**src/hw/rtl/ksel_pkg.sv**
```systemverilog
package ksel_pkg;

   // Store geometry.
   localparam int CAPACITY  = 16;
   localparam int TAG_BITS  = 32;
   localparam int DIST_BITS = 32;
   localparam int KEEP_BITS = 5;
   localparam int KIND_BITS = 2;
   localparam int OCC_BITS  = $clog2(CAPACITY + 1);
   localparam int IDX_BITS  = (CAPACITY > 1) ? $clog2(CAPACITY) : 1;
   localparam int CMP_BITS  = (OCC_BITS > KEEP_BITS) ? OCC_BITS : KEEP_BITS;

   localparam logic [KEEP_BITS-1:0] KEEP_RESET = KEEP_BITS'(16);

   // Request opcodes.
   localparam logic OP_OFFER = 1'b0;
   localparam logic OP_DRAIN = 1'b1;

   // Result kinds.
   localparam logic [KIND_BITS-1:0] KIND_REJECT = 2'd0;
   localparam logic [KIND_BITS-1:0] KIND_KEPT   = 2'd1;
   localparam logic [KIND_BITS-1:0] KIND_EMPTY  = 2'd2;

   typedef struct packed {
      logic [TAG_BITS-1:0]  tag;
      logic [DIST_BITS-1:0] distance;
   } entry_type;

   // Per-cycle command broadcast to every cell of the chain.
   typedef struct packed {
      logic insert;
      logic shift_out;
   } cell_ctl_type;

   typedef enum logic {
      ST_IDLE,
      ST_DRAIN
   } state_type;

endpackage

```
**src/hw/rtl/ksel_cell.sv**
```systemverilog
module ksel_cell
   import ksel_pkg::*;
(
   input  logic         clock,
   input  cell_ctl_type ctl,
   input  logic         active,
   input  entry_type    offer,
   input  logic         prev_shift_up,
   input  entry_type    prev_entry,
   input  entry_type    next_entry,
   output logic         shift_up,
   output entry_type    entry
);

   entry_type entry_ff;
   entry_type entry_in;

   // An empty cell counts as holding an infinite distance.
   assign shift_up = !active || (entry_ff.distance > offer.distance);
   assign entry    = entry_ff;

   always_comb begin
      entry_in = entry_ff;
      if (ctl.insert && shift_up) begin
         entry_in = prev_shift_up ? prev_entry : offer;
      end else if (ctl.shift_out) begin
         entry_in = next_entry;
      end
   end

   always_ff @(posedge clock) begin
      entry_ff <= entry_in;
   end

endmodule

```
**src/hw/rtl/k_smallest_selector_with_eviction.sv**
```systemverilog
// A stored offer produces no result; a rejected or evicting offer has its result
// registered on acceptance. A drain of N entries first moves the state to drain, then
// emits one item per cycle as the chain shifts it out, unless the output stalls; an
// empty drain gets a registered result. One offer per cycle while the output is not
// stalled; a drain blocks the input until all N entries are out. Reset (synchronous,
// active high) empties the store, sets keep_count to 16; entry data is not cleared.
module k_smallest_selector_with_eviction
   import ksel_pkg::*;
(
   input  logic                  clock,
   input  logic                  reset,
   // Request channel.
   input  logic                  req_valid,
   output logic                  req_stall,
   input  logic                  req_opcode,
   input  logic [TAG_BITS-1:0]   req_item_tag,
   input  logic [DIST_BITS-1:0]  req_distance,
   // Response channel.
   output logic                  rsp_valid,
   input  logic                  rsp_stall,
   output logic [KIND_BITS-1:0]  rsp_kind,
   output logic [TAG_BITS-1:0]   rsp_out_tag,
   output logic [DIST_BITS-1:0]  rsp_out_distance,
   output logic                  rsp_last,
   // Configuration.
   input  logic                  csr_wr_en,
   input  logic [KEEP_BITS-1:0]  csr_wr_data
);

   // The store is a chain of cells kept sorted by ascending distance, with equal
   // distances in order of arrival. Cells below the occupancy count hold entries.
   // An offer is broadcast to all cells; every cell whose entry is larger moves one
   // place up, and the cell just above the last smaller-or-equal entry takes the offer.
   // On eviction the largest entry sits at the top of the occupied range, so the shift
   // pushes it past the count (off the chain when full), where it is no longer seen.

   state_type state_ff;
   state_type state_in;

   logic [KEEP_BITS-1:0] keep_count_ff;
   logic [OCC_BITS-1:0]  occ_ff;
   logic [OCC_BITS-1:0]  occ_in;

   logic                 rsp_valid_ff;
   logic [KIND_BITS-1:0] rsp_kind_ff;
   logic [KIND_BITS-1:0] rsp_kind_in;
   logic [TAG_BITS-1:0]  rsp_tag_ff;
   logic [TAG_BITS-1:0]  rsp_tag_in;
   logic [DIST_BITS-1:0] rsp_dist_ff;
   logic [DIST_BITS-1:0] rsp_dist_in;
   logic                 rsp_last_ff;
   logic                 rsp_last_in;
   logic                 emit;

   logic                 out_free;
   logic                 req_take;
   cell_ctl_type         ctl;
   entry_type            offer;
   entry_type            entry_q [CAPACITY];
   logic                 shift_up_q [CAPACITY];
   logic                 active_q [CAPACITY];
   entry_type            top_entry;
   logic [IDX_BITS-1:0]  top_idx;
   logic [CMP_BITS-1:0]  limit;
   logic [CMP_BITS-1:0]  occ_cmp;

   // The output register can take a new item when it is empty or being emptied.
   assign out_free  = !rsp_valid_ff || !rsp_stall;
   assign req_stall = (state_ff != ST_IDLE) || (rsp_valid_ff && rsp_stall);
   assign req_take  = req_valid && !req_stall;

   assign offer.tag      = req_item_tag;
   assign offer.distance = req_distance;

   // Effective limit: keep_count clamped to the chain length.
   assign limit   = (CMP_BITS'(keep_count_ff) > CMP_BITS'(CAPACITY)) ?
                    CMP_BITS'(CAPACITY) : CMP_BITS'(keep_count_ff);
   assign occ_cmp = CMP_BITS'(occ_ff);

   // The largest kept entry is the topmost occupied cell.
   assign top_idx   = IDX_BITS'(occ_ff - OCC_BITS'(1));
   assign top_entry = entry_q[top_idx];

   // Chain of cells. The bottom cell sees the offer as its lower neighbor and the
   // top cell feeds itself on a drain shift.
   for (genvar i = 0; i < CAPACITY; i++) begin : g_cell
      logic      prev_shift_up;
      entry_type prev_entry;
      entry_type next_entry;

      assign active_q[i] = OCC_BITS'(i) < occ_ff;

      if (i == 0) begin : g_bottom
         assign prev_shift_up = 1'b0;
         assign prev_entry    = offer;
      end else begin : g_inner
         assign prev_shift_up = shift_up_q[i-1];
         assign prev_entry    = entry_q[i-1];
      end

      if (i == CAPACITY - 1) begin : g_top
         assign next_entry = entry_q[i];
      end else begin : g_below
         assign next_entry = entry_q[i+1];
      end

      ksel_cell u_cell (
         .clock         (clock),
         .ctl           (ctl),
         .active        (active_q[i]),
         .offer         (offer),
         .prev_shift_up (prev_shift_up),
         .prev_entry    (prev_entry),
         .next_entry    (next_entry),
         .shift_up      (shift_up_q[i]),
         .entry         (entry_q[i])
      );
   end

   // Next state.
   always_comb begin
      state_in = state_ff;
      case (state_ff)
         ST_IDLE: begin
            if (req_take && req_opcode == OP_DRAIN && occ_ff != '0) begin
               state_in = ST_DRAIN;
            end
         end
         ST_DRAIN: begin
            if (out_free && occ_ff == OCC_BITS'(1)) begin
               state_in = ST_IDLE;
            end
         end
         default: state_in = ST_IDLE;
      endcase
   end

   // Chain commands, occupancy update and the result to load.
   always_comb begin
      ctl          = '0;
      occ_in       = occ_ff;
      emit         = 1'b0;
      rsp_kind_in  = KIND_REJECT;
      rsp_tag_in   = req_item_tag;
      rsp_dist_in  = req_distance;
      rsp_last_in  = 1'b1;
      case (state_ff)
         ST_IDLE: begin
            if (req_take) begin
               if (req_opcode == OP_DRAIN) begin
                  // A non-empty store is drained in the following cycles.
                  if (occ_ff == '0) begin
                     emit        = 1'b1;
                     rsp_kind_in = KIND_EMPTY;
                     rsp_tag_in  = '0;
                     rsp_dist_in = '0;
                  end
               end else if (limit == '0) begin
                  emit = 1'b1;
               end else if (occ_cmp < limit) begin
                  ctl.insert = 1'b1;
                  occ_in     = occ_ff + OCC_BITS'(1);
               end else if (req_distance >= top_entry.distance) begin
                  // Not better than the worst kept entry: the offer goes back.
                  emit = 1'b1;
               end else begin
                  // Evict the worst entry, latest arrival among equals.
                  emit        = 1'b1;
                  rsp_tag_in  = top_entry.tag;
                  rsp_dist_in = top_entry.distance;
                  ctl.insert  = 1'b1;
               end
            end
         end
         ST_DRAIN: begin
            if (out_free) begin
               emit          = 1'b1;
               rsp_kind_in   = KIND_KEPT;
               rsp_tag_in    = entry_q[0].tag;
               rsp_dist_in   = entry_q[0].distance;
               rsp_last_in   = occ_ff == OCC_BITS'(1);
               ctl.shift_out = 1'b1;
               occ_in        = occ_ff - OCC_BITS'(1);
            end
         end
         default: begin
            ctl = '0;
         end
      endcase
   end

   always_ff @(posedge clock) begin
      if (reset) begin
         state_ff      <= ST_IDLE;
         occ_ff        <= '0;
         keep_count_ff <= KEEP_RESET;
         rsp_valid_ff  <= 1'b0;
      end else begin
         state_ff <= state_in;
         occ_ff   <= occ_in;
         if (csr_wr_en) begin
            keep_count_ff <= csr_wr_data;
         end
         if (out_free) begin
            rsp_valid_ff <= emit;
         end
      end
   end

   // Result payload; loaded only together with a new valid item.
   always_ff @(posedge clock) begin
      if (emit && out_free) begin
         rsp_kind_ff <= rsp_kind_in;
         rsp_tag_ff  <= rsp_tag_in;
         rsp_dist_ff <= rsp_dist_in;
         rsp_last_ff <= rsp_last_in;
      end
   end

   assign rsp_valid        = rsp_valid_ff;
   assign rsp_kind         = rsp_kind_ff;
   assign rsp_out_tag      = rsp_tag_ff;
   assign rsp_out_distance = rsp_dist_ff;
   assign rsp_last         = rsp_last_ff;

`ifndef SYNTHESIS
   a_occ_bound: assert property (@(posedge clock) disable iff (reset)
      occ_ff <= OCC_BITS'(CAPACITY))
      else $error("occupancy beyond chain length");

   a_drain_nonempty: assert property (@(posedge clock) disable iff (reset)
      state_ff == ST_DRAIN |-> occ_ff != '0)
      else $error("drain running on an empty store");

   a_drain_end: assert property (@(posedge clock) disable iff (reset)
      (state_ff == ST_DRAIN && out_free && occ_ff == OCC_BITS'(1))
      |=> (state_ff == ST_IDLE && occ_ff == '0 && rsp_last_ff))
      else $error("drain did not finish with a last item");

   a_sorted: assert property (@(posedge clock) disable iff (reset)
      (active_q[1] && state_ff == ST_IDLE) |->
      entry_q[0].distance <= entry_q[1].distance)
      else $error("chain bottom out of order");
`endif

endmodule
```
**config.mk**
```make
export PLATFORM = sky130hd
export DESIGN_NAME = k_smallest_selector_with_eviction
export DESIGN_NICKNAME = d
export VERILOG_FILES = /design/src/hw/rtl/ksel_pkg.sv /design/src/hw/rtl/ksel_cell.sv /design/src/hw/rtl/k_smallest_selector_with_eviction.sv
export SDC_FILE = /design/constraint.sdc
export NUM_CORES = 2
export LEC_CHECK = 0
export ABC_AREA = 0
export BUFFER_PORTS_ARGS = -buffer_cell sky130_fd_sc_hd__buf_2
export CAP_MARGIN = 10
export CORE_MARGIN = 4
export CORE_UTILIZATION = 65
export DETAILED_ROUTE_END_ITERATION = 12
export PLACE_DENSITY_LB_ADDON = 0.2
export SLEW_MARGIN = 40
export SYNTH_ARGS = -nofsm -noshare
export SYNTH_HDL_FRONTEND = slang
export SYNTH_SLANG_ARGS = --single-unit
```
**constraint.sdc**
```tcl
create_clock -name clock -period 13.2 [get_ports clock]
set_clock_uncertainty 0.05 [all_clocks]
set_input_delay 1.98 -clock clock [delete_from_list [all_inputs] [get_ports clock]]
set_output_delay 1.98 -clock clock [all_outputs]
set_load 0.03 [all_outputs]
```
* After elaboration in Yosys (flattened, before gate mapping)
Index checks and enable logic that the tools add are counted.
** Cells by class
- Add/sub/neg operators :: 2
- $mul :: 0
- Divide/modulo/power cells :: 0
- Magnitude comparators :: 36
- Eq/ne operators :: 6
- Shift-type cells :: 0
- Multiplexer cells :: 93
- Bitwise operators :: 2
- Reductions and logical operators :: 79
** Operator list (count)
- $mux 64 :: 47
- $gt 32x32->1 :: 16
- $mux 32 :: 14
- $bmux 64 s4 :: 1
- $pmux 32 s2 :: 2
- $lt 4x5->1 const A :: 8
- $ge 32x32->1 :: 1
- $mux 5 :: 6
- $reduce_bool 2->1 :: 15
- $logic_and 1x1->1 :: 22
- $lt 3x5->1 const A :: 4
- $logic_not 1->1 :: 19
- $logic_or 1x1->1 :: 18
- $mux 1 :: 16
- $logic_not 5->1 :: 2
- $lt 1x5->1 const A :: 2
- $lt 2x5->1 const A :: 2
- $pmux 5 s2 :: 1
- $ne 2x2->1 const B :: 4
- $mux 2 :: 3
- $add 5x1->5 const B :: 1
- $eq 5x1->1 const B :: 1
- $ge 5x5->1 const B :: 1
- $gt 5x5->1 const B :: 1
- other kinds (10) :: 11
** Word-level totals
- Register bits after elaboration :: 1103
- Latch bits :: 0
- RAM bits :: 0
- ROM bits :: 0
- Input port bits :: 75
- Output and inout bits :: 69
- Logic and storage cells :: 258
- Memories kept :: 0

* Logic depth before layout (Yosys ltp)
- Depth in word-level cells :: 14
- Mapped depth :: 26
- Gate-level depth less buffers :: 15

* Cells and area by module
From an unflattened synthesis, not the netlist that was laid out.
** Unflattened totals
- Cells, all modules :: 9534
- Area total of the unflattened synthesis :: 93308.2 um^2
** Modules (own cells, without submodules)
- ksel_cell (g_cell[0].u_cell ...) :: times used 7, cells an instance 706, area each 5935.7 um^2, seq. area each 1921.8 um^2
- ksel_cell (g_cell[1].u_cell ...) :: times used 9, cells an instance 364, area each 4232.8 um^2, seq. area each 1921.8 um^2
- k_smallest_selector_with_eviction :: times used 1, cells an instance 1316, area each 13663.1 um^2, seq. area each 2252.2 um^2

* Worst setup path before layout
Ideal clock, no wire load.
- Path type :: input to register
- Start point :: in req_distance[29]
- End point :: reg g_cell[8].u_cell.entry_ff (netlist bit g_cell[8].u_cell.entry[0]), enable pin
- Library setup time :: 0.574 ns
- Data arrival time :: 9.199 ns
- Required time :: 12.576 ns
- Path slack :: 3.377 ns
- Cell stages on the path :: 12
- Path buffers :: 4
- Path through :: clkbuf_1 clkbuf_1 inv_1 ha_1 nand4_1 or4_1 or2_1 a31oi_1 a22oi_4 buf_6 buf_6 o21ai_0
** On the way
- Word-level cells in the longest chain between the ends :: 9
- Elaborated cells on any way between the ends :: 11
- Classes of those cells :: 2 x order compare; 6 x mux; 3 x reduce/logical
** RTL lines
- from (decl) :: RTL line k_smallest_selector_with_eviction.sv:17 : input logic [DIST_BITS-1:0] req_distance,
- $ge 32x32->1 :: RTL line k_smallest_selector_with_eviction.sv:163 : end else if (req_distance >= top_entry.distance) begin
- $mux 1 :: RTL line k_smallest_selector_with_eviction.sv:163
- $mux 1 :: RTL line k_smallest_selector_with_eviction.sv:160 : end else if (occ_cmp < limit) begin
- $mux 1 :: RTL line k_smallest_selector_with_eviction.sv:158 : end else if (limit == '0) begin
- $mux 1 :: RTL line k_smallest_selector_with_eviction.sv:150 : if (req_opcode == OP_DRAIN) begin
- $mux 1 :: RTL line k_smallest_selector_with_eviction.sv:149 : if (req_take) begin
- $mux 1 :: RTL line k_smallest_selector_with_eviction.sv:147 : case (state_ff)
- $logic_and 1x1->1 * :: RTL line ksel_cell.sv:24 : if (ctl.insert && shift_up) begin
- $reduce_bool 2->1 (no line) *
- to (signal assigned) :: RTL line ksel_cell.sv:32 : entry_ff <= entry_in;
- to (decl) :: RTL line ksel_cell.sv:15 : entry_type entry_ff;
Mark *: on every way between the ends. The rest lies on a longest branch, timed or not.
A chain may end at the register's enable or synchronous reset.

* Worst setup path in the final report
- Start point :: reg occ_ff[0], in the netlist occ_cmp[0]
- End point :: reg g_cell[6].u_cell.entry_ff (netlist bit g_cell[6].u_cell.entry[8]), enable pin
** On the way
- Word-level cells in the longest chain between the ends :: 14
- Elaborated cells on any way between the ends :: 18
- Classes of those cells :: 1 x add/sub; 3 x order compare; 9 x mux; 1 x bitwise; 4 x reduce/logical
** RTL lines
- from (decl) :: RTL line k_smallest_selector_with_eviction.sv:41 : logic [OCC_BITS-1:0] occ_ff;
- from (signal assigned) :: RTL line k_smallest_selector_with_eviction.sv:200 : occ_ff <= occ_in;
- $sub 5x1->5
- $not 4->5 (not written as such) :: RTL line k_smallest_selector_with_eviction.sv:82 : assign top_entry = entry_q[top_idx];
- $bmux 64 s4 :: RTL line k_smallest_selector_with_eviction.sv:82
- $mux 64 (not written as such) (2 in a row) :: RTL line k_smallest_selector_with_eviction.sv:82
- $ge 32x32->1 :: RTL line k_smallest_selector_with_eviction.sv:163
- $mux 1 :: RTL line k_smallest_selector_with_eviction.sv:163
- $mux 1 :: RTL line k_smallest_selector_with_eviction.sv:160
- $mux 1 :: RTL line k_smallest_selector_with_eviction.sv:158
- $mux 1 :: RTL line k_smallest_selector_with_eviction.sv:150
- $mux 1 :: RTL line k_smallest_selector_with_eviction.sv:149
- $mux 1 :: RTL line k_smallest_selector_with_eviction.sv:147
- $logic_and 1x1->1 * :: RTL line ksel_cell.sv:24
- $reduce_bool 2->1 (no line) *
- to (signal assigned) :: RTL line ksel_cell.sv:32
- to (decl) :: RTL line ksel_cell.sv:15
Mark *: on every way between the ends. The rest lies on a longest branch, timed or not. The select of a mux whose other input is x is not followed.

==> impl.org <==
** CTS
- CTS built an H-tree with a depth of 3.
- CTS tree :: built
- In this run the deepest clock path goes through 3 buffers.
- Clock tree root buffer cell :: sky130_fd_sc_hd__clkbuf_16
- Count of hold-fix buffers inserted at cts :: 0
- Buffers inserted during clock tree synthesis total 120.
- Clock slew at reported path FFs :: 0.06 ns
- The clock drives 1103 sinks.
- Once the clock tree was built, the resizer swapped 0 gates to a different size.
- For the worst-skew pair, the clock arrives at the later sink with an insertion delay of 0.79 ns.
- After clock tree synthesis, the setup repair step added 0 buffers.

** Power and ir drop
- Total power density per cell area :: 171 nW/um^2
- For this design the static power due to leakage is 32.6 nW.
- VDD sags by at most 174 uV.

** Outcome
- Result of the run :: finished, final reports clean

** Worst setup path
- Worst path cell trace :: inv_1 > ha_1 > xor2_4 > buf_8 > buf_4 > nand2_1 > nand3_1 > o21ai_0 > ha_1 > a21oi_1 > o21ai_0 > o21ai_0 > a21oi_2 > o21a_1 > nor2_4 > buf_6 > and2_4 > nand2b_4 > buf_4
- The critical path contains buffers and inverters numbering 5 combined.
- The critical path runs through a total of 19 cells.
- Among the stages of the critical path, the cell type that occurs most often is sky130_fd_sc_hd__o21ai_0.
- R2R depth :: 19
- Of all nets on the critical path, the largest fanout is 74.
- Worst stage delay on the critical path :: 0.87 ns
- Type of destination of the critical path :: flip-flop
- For this design, the slowest cell found on the critical path is sky130_fd_sc_hd__dfxtp_4.
- The worst setup path is launched from a flip-flop.
- The setup path with the least slack is of type flip-flop to flip-flop.
- Required time of the critical path :: 13.53 ns
- Arrival time reported for the critical path endpoint :: 9.52 ns
- On the critical path the largest part of the delay comes from buffers and inverters.

** Logic synthesis
- Commonest register cell after synthesis :: sky130_fd_sc_hd__edfxtp_1
- Ys Warns :: 0
- The cell count after synthesis came out at 6900.
- Post-synthesis async set-or-reset flop share :: 0
- Summed instance area of the synthesized netlist :: 76700 sq um
- The synthesized netlist contains 75 unique library cells.
- Register area share after synthesis :: 0.430
- #FFs+latches synth :: 1103
- Average cell area after synthesis :: 11.1 sq um
- Synthesis produced a netlist with a net count of 7527.
- Yosys mapped a number of flops with a built-in enable equal to 1091.

** Route
- After detailed routing, the total wire length is 287 mm.
- Average wire per standard cell :: 34.5 um
- Average vias per placed instance :: 7.70
- Iter 0 DRT Violations :: 10.8k
- For this run, design rule violations remaining after detail routing come to 0.
- The final route contains 63.9k vias.
- The detail route stage leaves a number of antenna-violating nets equal to 0.
- Before antenna repair, the detailed router went through 8 iterations.

** Timing
- Worst-Margin Slew :: 1.02 ns
- Setup repair after global routing left no endpoint under its margin.
- F_max :: 0.109 GHz
- Final number of setup-violating endpoints :: 0
- Period Utilization, post-route :: 0.696
- Headroom to the max-slew limit came out at 0.322.
- Across all setup checks in the final design, the least slack found is 4.01 ns.
- Final critical-path required period :: 9.19 ns
- Total count of max-transition violations in the final report :: 0
- Total count of hold-check failures in the final report :: 0
- Setup tns final :: 0 ns

** Global route
- The first global-routing pass estimated 414 mm of wire.
- For this run, the total global-route usage over all layers was measured as 0.456.
- Entering global routing, the biggest net connects 164 pins.
- The number of global-route vias before repair came to 61.7k.
- Summed over all layers, the global routing overflow is 0.
- Antenna violations before repair :: 19

** Placement
- Final weighted congestion in routability-driven placement :: 1.01
- After legalization and detailed placement, the total HPWL measured 176 mm.
- Buffers placed on the I/O ports in this run total 143.
- OpenSTA, run right after detailed placement, puts the worst setup slack at 4.32 ns.

** Floorplanning
- Core box area :: 117000 sq um
- In this run the core area contains 125 standard-cell rows.
- The die is 352 um wide.
- 144 I/O pins were placed.
- Y dimension of the die :: 352 um
- The die covers 124000 sq um.
- Initial core utilization :: 0.658

** Worst hold path
- Hold Crit Class :: flip-flop to flip-flop
- The worst hold path passes through 2 cells.

** Cells and area
- In the final design database the tool counted 7297 nets.
- Area growth syn-to-layout :: 7.51%
- Share of post-route cells with drive strength above 1 :: 0.152

** Job
- Max Cap Violations :: 0
placed cells by master (no fill, tap or decap), types with 12 or more instances in the layout:
master	n
sky130_fd_sc_hd__a21oi_1	1162
sky130_fd_sc_hd__clkinv_2	24
sky130_fd_sc_hd__o211ai_1	22
sky130_fd_sc_hd__o21ai_1	56
sky130_fd_sc_hd__a31oi_1	76
sky130_fd_sc_hd__buf_2	144
sky130_fd_sc_hd__o21ai_0	313
sky130_fd_sc_hd__nand2_1	536
sky130_fd_sc_hd__clkbuf_16	121
sky130_fd_sc_hd__mux2i_1	870
sky130_fd_sc_hd__nand4_1	102
sky130_fd_sc_hd__mux2_4	50
sky130_fd_sc_hd__ha_1	551
sky130_fd_sc_hd__o31ai_1	33
sky130_fd_sc_hd__and2_1	33
sky130_fd_sc_hd__inv_1	76
sky130_fd_sc_hd__mux2_2	202
sky130_fd_sc_hd__a211oi_1	39
sky130_fd_sc_hd__nand3_1	62
sky130_fd_sc_hd__mux4_2	258
sky130_fd_sc_hd__buf_6	32
sky130_fd_sc_hd__clkinv_1	34
sky130_fd_sc_hd__nor3_1	23
sky130_fd_sc_hd__edfxtp_1	1091
sky130_fd_sc_hd__buf_4	64
sky130_fd_sc_hd__nor2_1	315
sky130_fd_sc_hd__a21o_1	84
sky130_fd_sc_hd__nand2b_1	12
sky130_fd_sc_hd__buf_12	12
sky130_fd_sc_hd__a221oi_1	43
sky130_fd_sc_hd__clkbuf_1	23
sky130_fd_sc_hd__nor2b_1	21
sky130_fd_sc_hd__o22ai_1	62
sky130_fd_sc_hd__bufinv_16	14
area by class of cell:
class / instances / area (sq um)
Antenna cell: 9 / 22.5
Clock buffer: 143 / 3090
Clock inverter: 82 / 883
Fill cell: 8272 / 34200
Inverter: 77 / 289
Multi-Input combinational cell: 5100 / 41200
Sequential cell: 1103 / 33000
Tap cell: 1524 / 1910
Timing Repair Buffer: 268 / 2120
final timing paths:
kind	start	end	slack, ns
max reg2reg	occ_cmp[0]$_SDFFE_PP0P_	g_cell[6].u_cell.entry[8]$_DFFE_PP_	4.01
min	keep_count_ff[1]$_SDFFE_PP0P_	keep_count_ff[1]$_SDFFE_PP0P_	0.50
max	occ_cmp[0]$_SDFFE_PP0P_	g_cell[6].u_cell.entry[8]$_DFFE_PP_	4.01
min reg2reg	keep_count_ff[1]$_SDFFE_PP0P_	keep_count_ff[1]$_SDFFE_PP0P_	0.50
cells by family (layout without fill, tap and decap cells):
family          count (synthesis)  after routing  share of synthesized area
compound gates               1963           1963                      0.142
xor+xnor                        8              8                    0.00101
fa+ha+maj                     552            552                     0.0900
buf+inv                       697            570                     0.0399
flops                        1103           1103                      0.430
mux                          1380           1380                      0.229
other cells                     0              9                          0
simple gates                 1197           1197                     0.0688
through the flow:
step	std cells	cell area (sq um)	power, mW	hold slack [ns]	utilization
final	8306	82500	14.1	0.498	0.707
after global routing	8300	82500	14.5	0.540	0.707
after CTS	8290	82300	13.8	0.490	0.705
after detailed placement	8065	78300	10.4	0.476	0.671
after global placement	8051	77900	10.2	0.452	0.668
after floorplan	6900	76700	8.61	0.425	-
state kept, by name, indices dropped and copies added, names as in the netlist:
name                 flops
rsp_last                 1
rsp_out_distance        32
rsp_valid                1
rsp_out_tag             32
g_cell.u_cell.entry   1024
occ_cmp                  5
rsp_kind                 2
state_ff                 1
keep_count_ff            5
where the power goes:
part           internal, mW  switching (mW)
clock                  1.95            1.55
sequential             4.78           0.626
combinational          1.90            3.28
total                  8.63            5.46
worst min-delay path, stage by stage (launching register included):
cell                      delay, ns
sky130_fd_sc_hd__dfxtp_1       0.36
sky130_fd_sc_hd__mux2i_1       0.08
sky130_fd_sc_hd__nor2_1        0.07
synthesized netlist by cell type, types with 4 or more instances:
cell	number	share of area
sky130_fd_sc_hd__a211oi_1	39	0.0038
sky130_fd_sc_hd__a21o_1	85	0.0083
sky130_fd_sc_hd__a21oi_1	1162	0.076
sky130_fd_sc_hd__a221o_1	8	0.0010
sky130_fd_sc_hd__a221oi_1	43	0.0049
sky130_fd_sc_hd__a22oi_1	5	0.00049
sky130_fd_sc_hd__a31oi_1	77	0.0063
sky130_fd_sc_hd__and2_1	38	0.0031
sky130_fd_sc_hd__and3_1	13	0.0011
sky130_fd_sc_hd__and4_1	8	0.00091
sky130_fd_sc_hd__buf_1	32	0.0016
sky130_fd_sc_hd__buf_2	224	0.015
sky130_fd_sc_hd__buf_4	6	0.00059
sky130_fd_sc_hd__buf_6	15	0.0022
sky130_fd_sc_hd__clkbuf_1	340	0.017
sky130_fd_sc_hd__dfxtp_1	12	0.0031
sky130_fd_sc_hd__edfxtp_1	1091	0.43
sky130_fd_sc_hd__ha_1	552	0.090
sky130_fd_sc_hd__inv_1	77	0.0038
sky130_fd_sc_hd__mux2_2	202	0.030
sky130_fd_sc_hd__mux2_4	50	0.0098
sky130_fd_sc_hd__mux2i_1	870	0.11
sky130_fd_sc_hd__mux4_2	258	0.076
sky130_fd_sc_hd__nand2_1	546	0.027
sky130_fd_sc_hd__nand2b_1	19	0.0015
sky130_fd_sc_hd__nand3_1	62	0.0040
sky130_fd_sc_hd__nand4_1	102	0.0083
sky130_fd_sc_hd__nor2_1	317	0.016
sky130_fd_sc_hd__nor2b_1	22	0.0018
sky130_fd_sc_hd__nor3_1	31	0.0020
sky130_fd_sc_hd__nor4_1	16	0.0013
sky130_fd_sc_hd__o2111ai_1	5	0.00057
sky130_fd_sc_hd__o211ai_1	22	0.0022
sky130_fd_sc_hd__o21a_1	11	0.0011
sky130_fd_sc_hd__o21ai_0	324	0.021
sky130_fd_sc_hd__o21ai_1	53	0.0035
sky130_fd_sc_hd__o22ai_1	62	0.0051
sky130_fd_sc_hd__o31a_1	4	0.00046
sky130_fd_sc_hd__o31ai_1	33	0.0032
sky130_fd_sc_hd__or2_2	4	0.00033
sky130_fd_sc_hd__or3_1	4	0.00033
sky130_fd_sc_hd__xnor2_1	5	0.00057
metal layers:
metal / track usage / share of wire / routed length [um]
met5: 0 / 0.00039 / 111
met1: 0.583 / 0.34 / 97500
met2: 0.657 / 0.42 / 120000
met4: 0.288 / 0.079 / 22700
met3: 0.169 / 0.16 / 46000
No activity file was read; power rests on OpenSTA's default activity.
